`src/rtl/core/aeml_pkg.sv`:
```
// ----------------------------------------------------------------------------
// aeml_pkg
// Shared types, codes and lookup tables of the voice envelope and mix level
// block.
// ----------------------------------------------------------------------------
package aeml_pkg;

   // Command codes carried by one input item
   typedef enum logic [1:0] {
      CMD_NOTE_ON = 2'd0,
      CMD_RELEASE = 2'd1,
      CMD_TICK    = 2'd2,
      CMD_SILENCE = 2'd3
   } cmd_type;

   // Envelope phases
   typedef enum logic [1:0] {
      PH_ATTACK  = 2'd0,
      PH_DECAY   = 2'd1,
      PH_SUSTAIN = 2'd2,
      PH_RELEASE = 2'd3
   } phase_type;

   // Controller states
   typedef enum logic [2:0] {
      ST_IDLE,
      ST_DIV1,
      ST_MUL2,
      ST_DIV2,
      ST_MUL3,
      ST_DIV3,
      ST_DONE
   } state_type;

   // Operand selection of the shared multiplier
   typedef enum logic [1:0] {
      MUL_VEL_CHAN,
      MUL_ENV,
      MUL_MASTER
   } mul_sel_type;

   // Controller to datapath commands
   typedef struct packed {
      logic        start;
      logic        mul_en;
      mul_sel_type mul_sel;
      logic        div_en;
      logic        mix_load;
      logic        out_load;
   } dp_cmd_type;

   // Datapath to controller status
   typedef struct packed {
      logic mix_needed;
   } dp_status_type;

   // Divisor of every mix product
   localparam logic [14:0] MIX_DIVISOR = 15'd63;

   // Level step per speed index
   localparam logic [6:0] STEP_TAB [0:31] = '{
      7'd64, 7'd50, 7'd36, 7'd24, 7'd20, 7'd15, 7'd13, 7'd11,
      7'd9,  7'd8,  7'd7,  7'd6,  7'd5,  7'd10, 7'd4,  7'd3,
      7'd5,  7'd2,  7'd3,  7'd11, 7'd5,  7'd9,  7'd9,  7'd1,
      7'd2,  7'd3,  7'd7,  7'd5,  7'd4,  7'd3,  7'd3,  7'd2
   };

   // Ticks skipped between steps per speed index
   localparam logic [3:0] SKIP_TAB [0:31] = '{
      4'd0, 4'd0, 4'd0, 4'd0, 4'd0, 4'd0, 4'd0, 4'd0,
      4'd0, 4'd0, 4'd0, 4'd0, 4'd0, 4'd1, 4'd0, 4'd0,
      4'd1, 4'd0, 4'd1, 4'd7, 4'd2, 4'd5, 4'd7, 4'd0,
      4'd1, 4'd2, 4'd8, 4'd8, 4'd8, 4'd9, 4'd14, 4'd11
   };

   // Velocity curve, indexed by raw velocity / 2
   localparam logic [6:0] VEL_TAB [0:63] = '{
      7'd1,  7'd2,  7'd3,  7'd3,  7'd4,  7'd5,  7'd5,  7'd6,
      7'd7,  7'd8,  7'd8,  7'd9,  7'd10, 7'd11, 7'd12, 7'd13,
      7'd14, 7'd15, 7'd16, 7'd17, 7'd18, 7'd19, 7'd20, 7'd20,
      7'd21, 7'd22, 7'd23, 7'd24, 7'd25, 7'd26, 7'd27, 7'd28,
      7'd29, 7'd30, 7'd31, 7'd32, 7'd33, 7'd34, 7'd35, 7'd36,
      7'd36, 7'd37, 7'd38, 7'd39, 7'd40, 7'd41, 7'd42, 7'd42,
      7'd43, 7'd44, 7'd45, 7'd46, 7'd47, 7'd48, 7'd49, 7'd50,
      7'd52, 7'd53, 7'd55, 7'd57, 7'd58, 7'd60, 7'd62, 7'd64
   };

endpackage

```
`src/rtl/core/adsr_envelope_mix_level.sv`:
```
// ----------------------------------------------------------------------------
// adsr_envelope_mix_level
// Envelope and loudness of one synthesizer voice: note events and ticks in,
// one status item (mix level, envelope level, phase, active) out per command.
// ----------------------------------------------------------------------------
//
//   Channel  Direction  Handshake             Payload
//   req_     in         req_valid/req_stall   cmd, velocity, volume, speeds,
//                                             targets, loop_enable
//   rsp_     out        rsp_valid/rsp_stall   mix_level, env_level, env_phase,
//                                             voice_active
//   csr_     in         APB (psel/penable)    master_volume @0, play_enable @4
//
// A tick of an active voice does the envelope step and the first multiply on
// acceptance, then divide, multiply, divide, multiply, divide over one shared
// 8x8 multiplier and one divide-by-63 unit, then the result load. Every other
// command goes straight to the result load. One item is in work at a time; a
// new item is accepted while the previous result waits in the output register.
// A stalled result holds the block in its result stage. Reset is synchronous
// and clears all voice state; master_volume resets to 15, play_enable to 1.
// ----------------------------------------------------------------------------
module adsr_envelope_mix_level (
   input  logic              clock,
   input  logic              reset,
   // input items
   input  logic              req_valid,
   output logic              req_stall,
   input  logic [1:0]        req_cmd,
   input  logic [6:0]        req_velocity,
   input  logic [5:0]        req_channel_volume,
   input  logic [4:0]        req_attack_speed,
   input  logic [5:0]        req_attack_target,
   input  logic [4:0]        req_decay_speed,
   input  logic [5:0]        req_decay_target,
   input  logic [4:0]        req_release_speed,
   input  logic              req_loop_enable,
   // result items
   output logic              rsp_valid,
   input  logic              rsp_stall,
   output logic [6:0]        rsp_mix_level,
   output logic signed [7:0] rsp_env_level,
   output logic [1:0]        rsp_env_phase,
   output logic              rsp_voice_active,
   // register port
   input  logic              csr_psel,
   input  logic              csr_penable,
   input  logic              csr_pwrite,
   input  logic [2:0]        csr_paddr,
   input  logic [31:0]       csr_pwdata,
   output logic [31:0]       csr_prdata,
   output logic              csr_pready
);
   import aeml_pkg::*;

   logic [3:0]    master_volume_q_ff;
   logic          play_enable_ff;
   logic          csr_write;
   dp_cmd_type    dp_cmd;
   dp_status_type dp_status;

   // Register port: one register per word, selected by address bit 2
   assign csr_pready = 1'b1;
   assign csr_write  = csr_psel && csr_penable && csr_pwrite;

   always_ff @(posedge clock) begin
      if (reset) begin
         master_volume_q_ff <= 4'd15;
         play_enable_ff     <= 1'b1;
      end else if (csr_write) begin
         if (csr_paddr[2]) begin
            play_enable_ff <= csr_pwdata[0];
         end else begin
            master_volume_q_ff <= csr_pwdata[3:0];
         end
      end
   end

   // Read back; low address bits are ignored by the decode
   assign csr_prdata = csr_paddr[2] ? {31'b0, play_enable_ff}
                                    : {28'b0, master_volume_q_ff};

   aeml_ctrl u_ctrl (
      .clock     (clock),
      .reset     (reset),
      .req_valid (req_valid),
      .req_stall (req_stall),
      .rsp_valid (rsp_valid),
      .rsp_stall (rsp_stall),
      .dp_cmd    (dp_cmd),
      .dp_status (dp_status)
   );

   aeml_dpath u_dpath (
      .clock              (clock),
      .reset              (reset),
      .dp_cmd             (dp_cmd),
      .dp_status          (dp_status),
      .master_volume      (master_volume_q_ff),
      .play_enable        (play_enable_ff),
      .req_cmd            (req_cmd),
      .req_velocity       (req_velocity),
      .req_channel_volume (req_channel_volume),
      .req_attack_speed   (req_attack_speed),
      .req_attack_target  (req_attack_target),
      .req_decay_speed    (req_decay_speed),
      .req_decay_target   (req_decay_target),
      .req_release_speed  (req_release_speed),
      .req_loop_enable    (req_loop_enable),
      .rsp_mix_level      (rsp_mix_level),
      .rsp_env_level      (rsp_env_level),
      .rsp_env_phase      (rsp_env_phase),
      .rsp_voice_active   (rsp_voice_active)
   );

endmodule

```
`src/rtl/core/aeml_ctrl.sv`:
```
// ----------------------------------------------------------------------------
// aeml_ctrl
// Sequencer of the envelope block: owns the input and result handshakes and
// steps the datapath through the three multiply / divide rounds of a tick.
// ----------------------------------------------------------------------------
module aeml_ctrl (
   input  logic                   clock,
   input  logic                   reset,
   input  logic                   req_valid,
   output logic                   req_stall,
   output logic                   rsp_valid,
   input  logic                   rsp_stall,
   output aeml_pkg::dp_cmd_type   dp_cmd,
   input  aeml_pkg::dp_status_type dp_status
);
   import aeml_pkg::*;

   state_type state_ff;
   state_type state_in;
   logic      rsp_valid_ff;
   logic      rsp_valid_in;
   logic      accept;
   logic      slot_free;

   assign req_stall = (state_ff != ST_IDLE);
   assign accept    = req_valid && (state_ff == ST_IDLE);
   assign slot_free = !rsp_valid_ff || !rsp_stall;
   assign rsp_valid = rsp_valid_ff;

   // Next state
   always_comb begin
      state_in = state_ff;
      case (state_ff)
         ST_IDLE: begin
            if (accept) begin
               state_in = dp_status.mix_needed ? ST_DIV1 : ST_DONE;
            end
         end
         ST_DIV1: state_in = ST_MUL2;
         ST_MUL2: state_in = ST_DIV2;
         ST_DIV2: state_in = ST_MUL3;
         ST_MUL3: state_in = ST_DIV3;
         ST_DIV3: state_in = ST_DONE;
         ST_DONE: begin
            if (slot_free) begin
               state_in = ST_IDLE;
            end
         end
         default: state_in = ST_IDLE;
      endcase
   end

   // Datapath commands
   always_comb begin
      dp_cmd          = '0;
      dp_cmd.mul_sel  = MUL_VEL_CHAN;
      case (state_ff)
         ST_IDLE: begin
            dp_cmd.start  = accept;
            dp_cmd.mul_en = accept;
         end
         ST_DIV1: dp_cmd.div_en = 1'b1;
         ST_MUL2: begin
            dp_cmd.mul_en  = 1'b1;
            dp_cmd.mul_sel = MUL_ENV;
         end
         ST_DIV2: dp_cmd.div_en = 1'b1;
         ST_MUL3: begin
            dp_cmd.mul_en  = 1'b1;
            dp_cmd.mul_sel = MUL_MASTER;
         end
         ST_DIV3: begin
            dp_cmd.div_en   = 1'b1;
            dp_cmd.mix_load = 1'b1;
         end
         ST_DONE: dp_cmd.out_load = slot_free;
         default: dp_cmd = '0;
      endcase
   end

   // Result valid flag
   always_comb begin
      rsp_valid_in = rsp_valid_ff;
      if (dp_cmd.out_load) begin
         rsp_valid_in = 1'b1;
      end else if (!rsp_stall) begin
         rsp_valid_in = 1'b0;
      end
   end

   always_ff @(posedge clock) begin
      if (reset) begin
         state_ff     <= ST_IDLE;
         rsp_valid_ff <= 1'b0;
      end else begin
         state_ff     <= state_in;
         rsp_valid_ff <= rsp_valid_in;
      end
   end

   // A tick of an active voice enters the divide rounds
   a_tick_to_div : assert property (@(posedge clock) disable iff (reset)
      (req_valid && !req_stall && dp_status.mix_needed) |=> (state_ff == ST_DIV1))
      else $error("active tick did not start the mix rounds");

   // A result is never written over one that is still held
   a_no_overwrite : assert property (@(posedge clock) disable iff (reset)
      dp_cmd.out_load |-> !(rsp_valid_ff && rsp_stall))
      else $error("result register overwritten while stalled");

   // Last divide round hands over to the result stage
   a_div3_done : assert property (@(posedge clock) disable iff (reset)
      (state_ff == ST_DIV3) |=> (state_ff == ST_DONE))
      else $error("last divide round not followed by result stage");

endmodule

```
`src/rtl/core/aeml_dpath.sv`:
```
// ----------------------------------------------------------------------------
// aeml_dpath
// Envelope state, note latches, shared multiplier, divide-by-63 unit and
// result registers of the envelope block.
// ----------------------------------------------------------------------------
module aeml_dpath (
   input  logic                    clock,
   input  logic                    reset,
   input  aeml_pkg::dp_cmd_type    dp_cmd,
   output aeml_pkg::dp_status_type dp_status,
   input  logic [3:0]              master_volume,
   input  logic                    play_enable,
   input  logic [1:0]              req_cmd,
   input  logic [6:0]              req_velocity,
   input  logic [5:0]              req_channel_volume,
   input  logic [4:0]              req_attack_speed,
   input  logic [5:0]              req_attack_target,
   input  logic [4:0]              req_decay_speed,
   input  logic [5:0]              req_decay_target,
   input  logic [4:0]              req_release_speed,
   input  logic                    req_loop_enable,
   output logic [6:0]              rsp_mix_level,
   output logic signed [7:0]       rsp_env_level,
   output logic [1:0]              rsp_env_phase,
   output logic                    rsp_voice_active
);
   import aeml_pkg::*;

   // Voice state
   logic              active_ff,        active_in;
   logic              released_ff,      released_in;
   phase_type         phase_ff,         phase_in;
   logic signed [7:0] level_ff,         level_in;
   logic [3:0]        skip_ff,          skip_in;
   logic [6:0]        note_velocity_ff, note_velocity_in;
   logic [4:0]        held_attack_speed_ff;
   logic [5:0]        held_attack_target_ff;
   logic [4:0]        held_decay_speed_ff;
   logic [5:0]        held_decay_target_ff;
   logic [4:0]        held_release_speed_ff;
   logic              held_loop_ff;
   logic [6:0]        held_mix_ff;

   // Mix arithmetic
   logic              chan_nz_ff;
   logic [13:0]       prod_ff;
   logic              prod_neg_ff;
   logic [7:0]        quo_ff;

   // Envelope step helpers
   cmd_type           cmd;
   phase_type         run_phase;
   logic [4:0]        speed;
   logic [6:0]        step;
   logic signed [7:0] level_up;
   logic signed [7:0] level_dn;
   logic signed [7:0] attack_level;
   logic signed [7:0] decay_level;

   assign cmd          = cmd_type'(req_cmd);
   assign run_phase    = released_ff ? PH_RELEASE : phase_ff;
   assign attack_level = $signed({2'b00, held_attack_target_ff});
   assign decay_level  = $signed({2'b00, held_decay_target_ff});

   always_comb begin
      case (run_phase)
         PH_ATTACK: speed = held_attack_speed_ff;
         PH_DECAY:  speed = held_decay_speed_ff;
         default:   speed = held_release_speed_ff;
      endcase
   end

   assign step     = STEP_TAB[speed];
   assign level_up = level_ff + $signed({1'b0, step});
   assign level_dn = level_ff - $signed({1'b0, step});

   assign dp_status.mix_needed = (cmd == CMD_TICK) && active_ff;

   // Command decode and envelope step
   always_comb begin
      active_in        = active_ff;
      released_in      = released_ff;
      phase_in         = phase_ff;
      level_in         = level_ff;
      skip_in          = skip_ff;
      note_velocity_in = note_velocity_ff;
      case (cmd)
         CMD_NOTE_ON: begin
            active_in        = 1'b1;
            released_in      = 1'b0;
            phase_in         = PH_ATTACK;
            level_in         = '0;
            skip_in          = '0;
            note_velocity_in = (req_velocity != '0) ? VEL_TAB[req_velocity[6:1]] : '0;
         end
         CMD_RELEASE: begin
            if (active_ff) begin
               released_in = 1'b1;
               skip_in     = '0;
            end
         end
         CMD_TICK: begin
            if (active_ff) begin
               if (!held_loop_ff) begin
                  level_in = attack_level;
               end else begin
                  phase_in = run_phase;
                  if (run_phase == PH_SUSTAIN) begin
                     level_in = decay_level;
                  end else if (skip_ff != '0) begin
                     skip_in = skip_ff - 4'd1;
                  end else begin
                     skip_in = SKIP_TAB[speed];
                     case (run_phase)
                        PH_ATTACK: begin
                           if (level_up >= attack_level) begin
                              level_in = attack_level;
                              phase_in = PH_DECAY;
                           end else begin
                              level_in = level_up;
                           end
                        end
                        PH_DECAY: begin
                           if (level_dn <= decay_level) begin
                              level_in = decay_level;
                              phase_in = PH_SUSTAIN;
                           end else begin
                              level_in = level_dn;
                           end
                        end
                        default: begin
                           // release at or below zero silences the voice
                           level_in = level_dn;
                           if (level_dn <= 8'sd0) begin
                              active_in        = 1'b0;
                              released_in      = 1'b0;
                              phase_in         = PH_ATTACK;
                              skip_in          = '0;
                              note_velocity_in = '0;
                           end
                        end
                     endcase
                  end
               end
            end
         end
         default: begin
            // silence: level and mix level are kept
            active_in        = 1'b0;
            released_in      = 1'b0;
            phase_in         = PH_ATTACK;
            skip_in          = '0;
            note_velocity_in = '0;
         end
      endcase
   end

   // Shared multiplier operands
   logic [7:0]  mul_a;
   logic [7:0]  mul_b;
   logic [7:0]  level_abs;
   logic [15:0] mul_p;

   assign level_abs = level_ff[7] ? 8'(-level_ff) : 8'(level_ff);

   always_comb begin
      case (dp_cmd.mul_sel)
         MUL_VEL_CHAN: begin
            mul_a = {1'b0, note_velocity_ff};
            mul_b = {2'b00, req_channel_volume};
         end
         MUL_ENV: begin
            mul_a = quo_ff;
            mul_b = level_abs;
         end
         MUL_MASTER: begin
            mul_a = quo_ff;
            mul_b = {2'b00, master_volume, 2'b00};
         end
         default: begin
            mul_a = '0;
            mul_b = '0;
         end
      endcase
   end

   assign mul_p = mul_a * mul_b;

   // Divide by 63: estimate from x/64 + x/4096, then one correction step
   logic [14:0] div_sum;
   logic [8:0]  div_est;
   logic [14:0] div_rem;
   logic [8:0]  div_q;
   logic [7:0]  div_res;

   assign div_sum = {1'b0, prod_ff} + {7'b0, prod_ff[13:6]};
   assign div_est = div_sum[14:6];
   assign div_rem = {1'b0, prod_ff} - (({6'b0, div_est} << 6) - {6'b0, div_est});
   assign div_q   = (div_rem >= MIX_DIVISOR) ? (div_est + 9'd1) : div_est;
   // truncation toward zero: negate the magnitude quotient
   assign div_res = prod_neg_ff ? 8'(-div_q) : div_q[7:0];

   // Final mix level with floor of one and the zero cases
   logic       mix_gate;
   logic [6:0] mix_value;

   assign mix_gate  = chan_nz_ff && (note_velocity_ff != '0) && (level_ff != '0) &&
                      (master_volume != '0) && play_enable;
   assign mix_value = !mix_gate ? 7'd0 : (div_q == '0) ? 7'd1 : div_q[6:0];

   // Voice state registers
   always_ff @(posedge clock) begin
      if (reset) begin
         active_ff             <= 1'b0;
         released_ff           <= 1'b0;
         phase_ff              <= PH_ATTACK;
         level_ff              <= '0;
         skip_ff               <= '0;
         note_velocity_ff      <= '0;
         held_attack_speed_ff  <= '0;
         held_attack_target_ff <= '0;
         held_decay_speed_ff   <= '0;
         held_decay_target_ff  <= '0;
         held_release_speed_ff <= '0;
         held_loop_ff          <= 1'b0;
         held_mix_ff           <= '0;
      end else begin
         if (dp_cmd.start) begin
            active_ff        <= active_in;
            released_ff      <= released_in;
            phase_ff         <= phase_in;
            level_ff         <= level_in;
            skip_ff          <= skip_in;
            note_velocity_ff <= note_velocity_in;
            if (cmd == CMD_NOTE_ON) begin
               held_attack_speed_ff  <= req_attack_speed;
               held_attack_target_ff <= req_attack_target;
               held_decay_speed_ff   <= req_decay_speed;
               held_decay_target_ff  <= req_decay_target;
               held_release_speed_ff <= req_release_speed;
               held_loop_ff          <= req_loop_enable;
               held_mix_ff           <= '0;
            end
         end
         if (dp_cmd.mix_load) begin
            held_mix_ff <= mix_value;
         end
      end
   end

   // Mix arithmetic registers
   always_ff @(posedge clock) begin
      if (dp_cmd.start) begin
         chan_nz_ff <= (req_channel_volume != '0);
      end
      if (dp_cmd.mul_en) begin
         prod_ff     <= mul_p[13:0];
         prod_neg_ff <= (dp_cmd.mul_sel == MUL_ENV) && level_ff[7];
      end
      if (dp_cmd.div_en) begin
         quo_ff <= div_res;
      end
   end

   // Result register
   always_ff @(posedge clock) begin
      if (dp_cmd.out_load) begin
         rsp_mix_level    <= held_mix_ff;
         rsp_env_level    <= level_ff;
         rsp_env_phase    <= phase_ff;
         rsp_voice_active <= active_ff;
      end
   end

   // A silent voice holds no velocity
   a_idle_no_vel : assert property (@(posedge clock) disable iff (reset)
      !active_ff |-> (note_velocity_ff == '0))
      else $error("inactive voice keeps a velocity");

   // Release only marks a sounding voice
   a_rel_active : assert property (@(posedge clock) disable iff (reset)
      released_ff |-> active_ff)
      else $error("released flag set on a silent voice");

   // Sustain sits on the decay target
   a_sustain_level : assert property (@(posedge clock) disable iff (reset)
      (phase_ff == PH_SUSTAIN) |-> (level_ff == decay_level))
      else $error("sustain level differs from decay target");

endmodule

```
`config.mk`:
```
export PLATFORM = sky130hd
export DESIGN_NAME = adsr_envelope_mix_level
export DESIGN_NICKNAME = d
export VERILOG_FILES = /design/src/rtl/core/aeml_pkg.sv /design/src/rtl/core/adsr_envelope_mix_level.sv /design/src/rtl/core/aeml_ctrl.sv /design/src/rtl/core/aeml_dpath.sv
export SDC_FILE = /design/constraint.sdc
export NUM_CORES = 1
export LEC_CHECK = 0
export BUFFER_PORTS_ARGS = -buffer_cell sky130_fd_sc_hd__buf_2
export CORE_AREA = 3 3 143 145
export DETAILED_ROUTE_END_ITERATION = 6
export DIE_AREA = 0 0 146 148
export PLACE_DENSITY_LB_ADDON = 0.25
export SLEW_MARGIN = 20
export SYNTH_ARGS = -nofsm -noshare
export SYNTH_HDL_FRONTEND = slang
export SYNTH_SLANG_ARGS = --single-unit
export TNS_END_PERCENT = 10
```
`constraint.sdc`:
```
create_clock -name clock -period 15.2 [get_ports clock]
set_clock_uncertainty 0.1 [all_clocks]
set_input_delay 1.52 -clock clock [delete_from_list [all_inputs] [get_ports clock]]
set_output_delay 1.52 -clock clock [all_outputs]
set_load 0.01 [all_outputs]
```
==> results.txt <==
status: finished clean
slowest cell on the critical path: edfxtp_1
pre-CTS setup slack: 8.436 ns
Max Fclk: 0.1459 GHz
Crit Path Class: register to register
FILL cells: 1830
flops & latches, synth: 109
final instance area: 11360 µm²
vias in the first global route: 8680
area of the multi-input gates: 7154 µm²
RePlAce Congestion: 0.9131
post-CTS setup buffer count: 0
Tot GR Track Use: 0.2335
FF-to-FF Start: u_dpath.prod_ff[8]
Worst EP required: 15.33 ns
Area Growth Syn to Fin: 7.521%
Worst path max stage delay: 0.56 ns
Syn Area/Cell: 8.039 µm²
Rel. slew slack: 0.3487
via count: 9152
pwr dens: 211.6 nW/µm²
vias per cell: 5.615
total CTS buffers: 9
Post-CTS Hold Buffers: 0
CP most frequent cell: ha_1
total die area: 21610 µm²
Final HPWL DP: 19910 µm
Root Buffer: clkbuf_16
RSZ-0062 raised after global routing: false
routed wire length: 25390 µm
Worst-Skew Late Latency: 0.36 ns
FF+latch area: 2603 µm²
Pwr Total: 2.403 mW
Routed Antenna Nets: 0
sequential area share after synthesis: 0.2464
core area: 19330 µm²
critical path arrival: 6.98 ns
R2R Path End: u_dpath.held_mix_ff[1]
reg2reg setup slack: 8.35 ns
Lkg Pwr: 5.005 nW
Top FF cell, synth: dfxtp_1
CTS tree: done
worst hold stages: 0
Maximum Capacitance Violations: 0
Final Core Density: 0.5875
wire length per cell: 15.58 µm
post-CTS sizing: 0
# rows: 51
Crit. Startpoint: u_dpath.prod_ff[8]
Starting DRT DRC Count: 517
Syn Inst Count: 1314
Remaining DRCs: 0
Max Slew Vio Count: 0
Tmin final: 6.853 ns
gr ovfl total: 0
Yosys Warn Count: 0
fin crit share: 0.4509
Worst Hold Class: register to register
clock sinks: 109
Yosys cell types: 85
largest net degree at the start of global routing: 55
initial antenna violation count: 0
Worst Path Buf+Inv: 2
final hold vios: 0
async set or reset register ratio after synthesis: 0
CP startpoint kind: register
crit-path cells: ha_1 > nand4_1 > a21o_1 > a31oi_1 > and3_1 > and2_1 > nor2b_1 > ha_1 > inv_1 > fa_1 > inv_1 > ha_1 > a21oi_2 > o21ai_1 > o41ai_1 > xnor2_1 > or4_4 > or2_1 > a21oi_1 > ha_1 > o221ai_1 > nor4b_2 > o21ai_0
Die Ht: 148 µm
clock-pin slew on the worst setup and hold paths: 0.07 ns
Starting Density: 0.5464
Worst Hold End: u_dpath.rsp_mix_level[0]
first-pass GRT wire length: 41920 µm
Worst Slack Setup Final: 8.347 ns
setup_tns: 0 ns
Peak VDD IR: 0.1459 mV
Slew @ Worst Pin: 0.9769 ns
IO buf count: 78
final setup violation count: 0
layout cells sized above 1: 0.09451
drt pass-1 iters: 5
Clock Tree Buf Depth: 2
CP max FO: 14
I/O pin count: 138
NumNets Final: 1592
Die Wd: 146 µm
synthesized cell area: 10560 µm²
critical path's top delay family: simple AND/OR/NAND/NOR gates
H-tree Lvls: 3
reg2reg path depth: 23
Worst Min Path Start: u_dpath.held_mix_ff[0]
Critical Path End Type: register
Post-synth EDFFs: 42
diodes inserted: 0
Post-DP Area: 11030 µm²
==> cell type report <==
class,instances,share of cell area
sequential,109,0.2291
tap,265,0.02919
clock buffer,9,0.01983
clock inverter,7,0.009033
inverter,133,0.04395
timing repair buffer,85,0.03900
multi-input combinational,1022,0.6299
==> worst max-delay path by stage <==
| stage | endpoint | slack (ns) | cells after the start |
|---|---|---|---|
| detailed placement | u_dpath.held_mix_ff[1] | 8.44 | 23 |
| global placement | u_dpath.held_mix_ff[1] | 8.53 | 23 |
| floorplan | u_dpath.held_mix_ff[1] | 9.15 | 26 |
| CTS | u_dpath.held_mix_ff[1] | 8.41 | 23 |
| finish | u_dpath.held_mix_ff[1] | 8.35 | 23 |
| global route | u_dpath.held_mix_ff[1] | 7.89 | 23 |
==> flip-flops by register name (all words and copies together) (netlist names), 6 cells and up <==
register / cells
u_dpath.prod_ff: 14
u_dpath.level_ff: 8
u_dpath.quo_ff: 8
u_dpath.held_decay_target_ff: 6
u_dpath.note_velocity_ff: 7
u_dpath.held_mix_ff: 7
u_dpath.held_attack_target_ff: 6
u_dpath.rsp_mix_level: 7
u_dpath.rsp_env_level: 8
==> worst register-to-register path, cell delays in order, from the launching register on <==
cell and delay [ns]:
edfxtp_1 0.56, ha_1 0.38, nand4_1 0.11, a21o_1 0.19, a31oi_1 0.42, and3_1 0.27
and2_1 0.17, nor2b_1 0.15, ha_1 0.29, inv_1 0.10, fa_1 0.54, inv_1 0.04
ha_1 0.37, a21oi_2 0.22, o21ai_1 0.14, o41ai_1 0.41, xnor2_1 0.10, or4_4 0.52
or2_1 0.42, a21oi_1 0.37, ha_1 0.22, o221ai_1 0.14, nor4b_2 0.37, o21ai_0 0.13
==> placed cells by master (no fill, tap or decap), types with 11 or more instances in the layout <==
master and n:
a21o_1 15, a21oi_1 110, a31oi_1 12, and2_1 11, buf_2 78, conb_1 29, dfxtp_1 67, edfxtp_1 42
fa_1 39, ha_1 108, inv_1 132, mux2i_1 20, nand2_1 180, nand2b_1 25, nand3_1 16, nor2_1 101
nor2b_1 22, nor3_1 17, o21ai_0 61, o21bai_1 13, o22ai_1 11, xnor2_1 54
==> metrics by stage <==
step | cells | hold slack (ns)
2_1_floorplan | 1341 | 0.3000
3_3_place_gp | 1614 | 0.3079
3_5_place_dp | 1614 | 0.3118
4_1_cts | 1630 | 0.3312
5_1_grt | 1630 | 0.3523
6_report | 1630 | 0.3388
==> per-layer routing <==
layer	wire length, µm	GRT usage	vias up
met5	0	0	-
met4	550	0.06491	0
met3	1166	0.03433	48
met2	12620	0.4113	247
met1	11060	0.3009	4298
li1	-	-	4559
==> synth_stat cells, types with 4 or more instances <==
cell,count,area [µm²]
o21bai_1,13,97.59
o21ai_1,8,40.04
xor2_1,9,78.83
o21a_1,10,75.07
fa_1,39,780.8
dfxtp_1,67,1341
buf_4,29,217.7
o311ai_0,4,35.03
ha_1,108,1351
or3_1,6,37.54
xnor2_1,54,473.0
mux2i_1,20,200.2
o221ai_1,6,52.55
nand3_1,16,80.08
a21o_1,15,112.6
a211o_1,8,70.07
and2_1,11,68.82
a21oi_1,111,555.5
nor2b_1,22,137.6
o31ai_1,7,52.55
o211ai_1,9,67.56
nand4_1,7,43.79
mux2_2,5,56.30
o21ai_0,61,305.3
nor4_1,6,37.54
nand2_1,180,675.7
nand3b_1,5,37.54
and3_1,10,62.56
a211oi_1,8,60.06
nand2b_1,25,156.4
a31oi_1,12,75.07
nor3_1,18,90.09
inv_1,132,495.5
edfxtp_1,42,1261
nor2_1,101,379.1
a22oi_1,9,67.56
o22ai_1,11,68.82
clkbuf_1,42,157.7
==> where the power goes <==
| group | total (mW) | internal, mW | switching (mW) |
|---|---|---|---|
| logic | 1.72 | 0.698 | 1.02 |
| clock network | 0.255 | 0.134 | 0.121 |
| registers | 0.428 | 0.379 | 0.0499 |
==> logic make-up (layout without fill, tap and decap cells) <==
| logic type | Yosys count | count (layout) | synth area share |
|---|---|---|---|
| buffers and inverters | 210 | 234 | 0.08682 |
| AOI/OAI and AO/OA | 326 | 326 | 0.1959 |
| other | 2 | 29 | 0.0007109 |
| adders and majority gates | 147 | 147 | 0.2018 |
| muxes | 25 | 25 | 0.02428 |
| xor gates and xnor gates | 63 | 63 | 0.05223 |
| and+or+nand+nor | 432 | 432 | 0.1919 |
| DFF | 109 | 109 | 0.2464 |
Power figures use the tool's default switching activity.
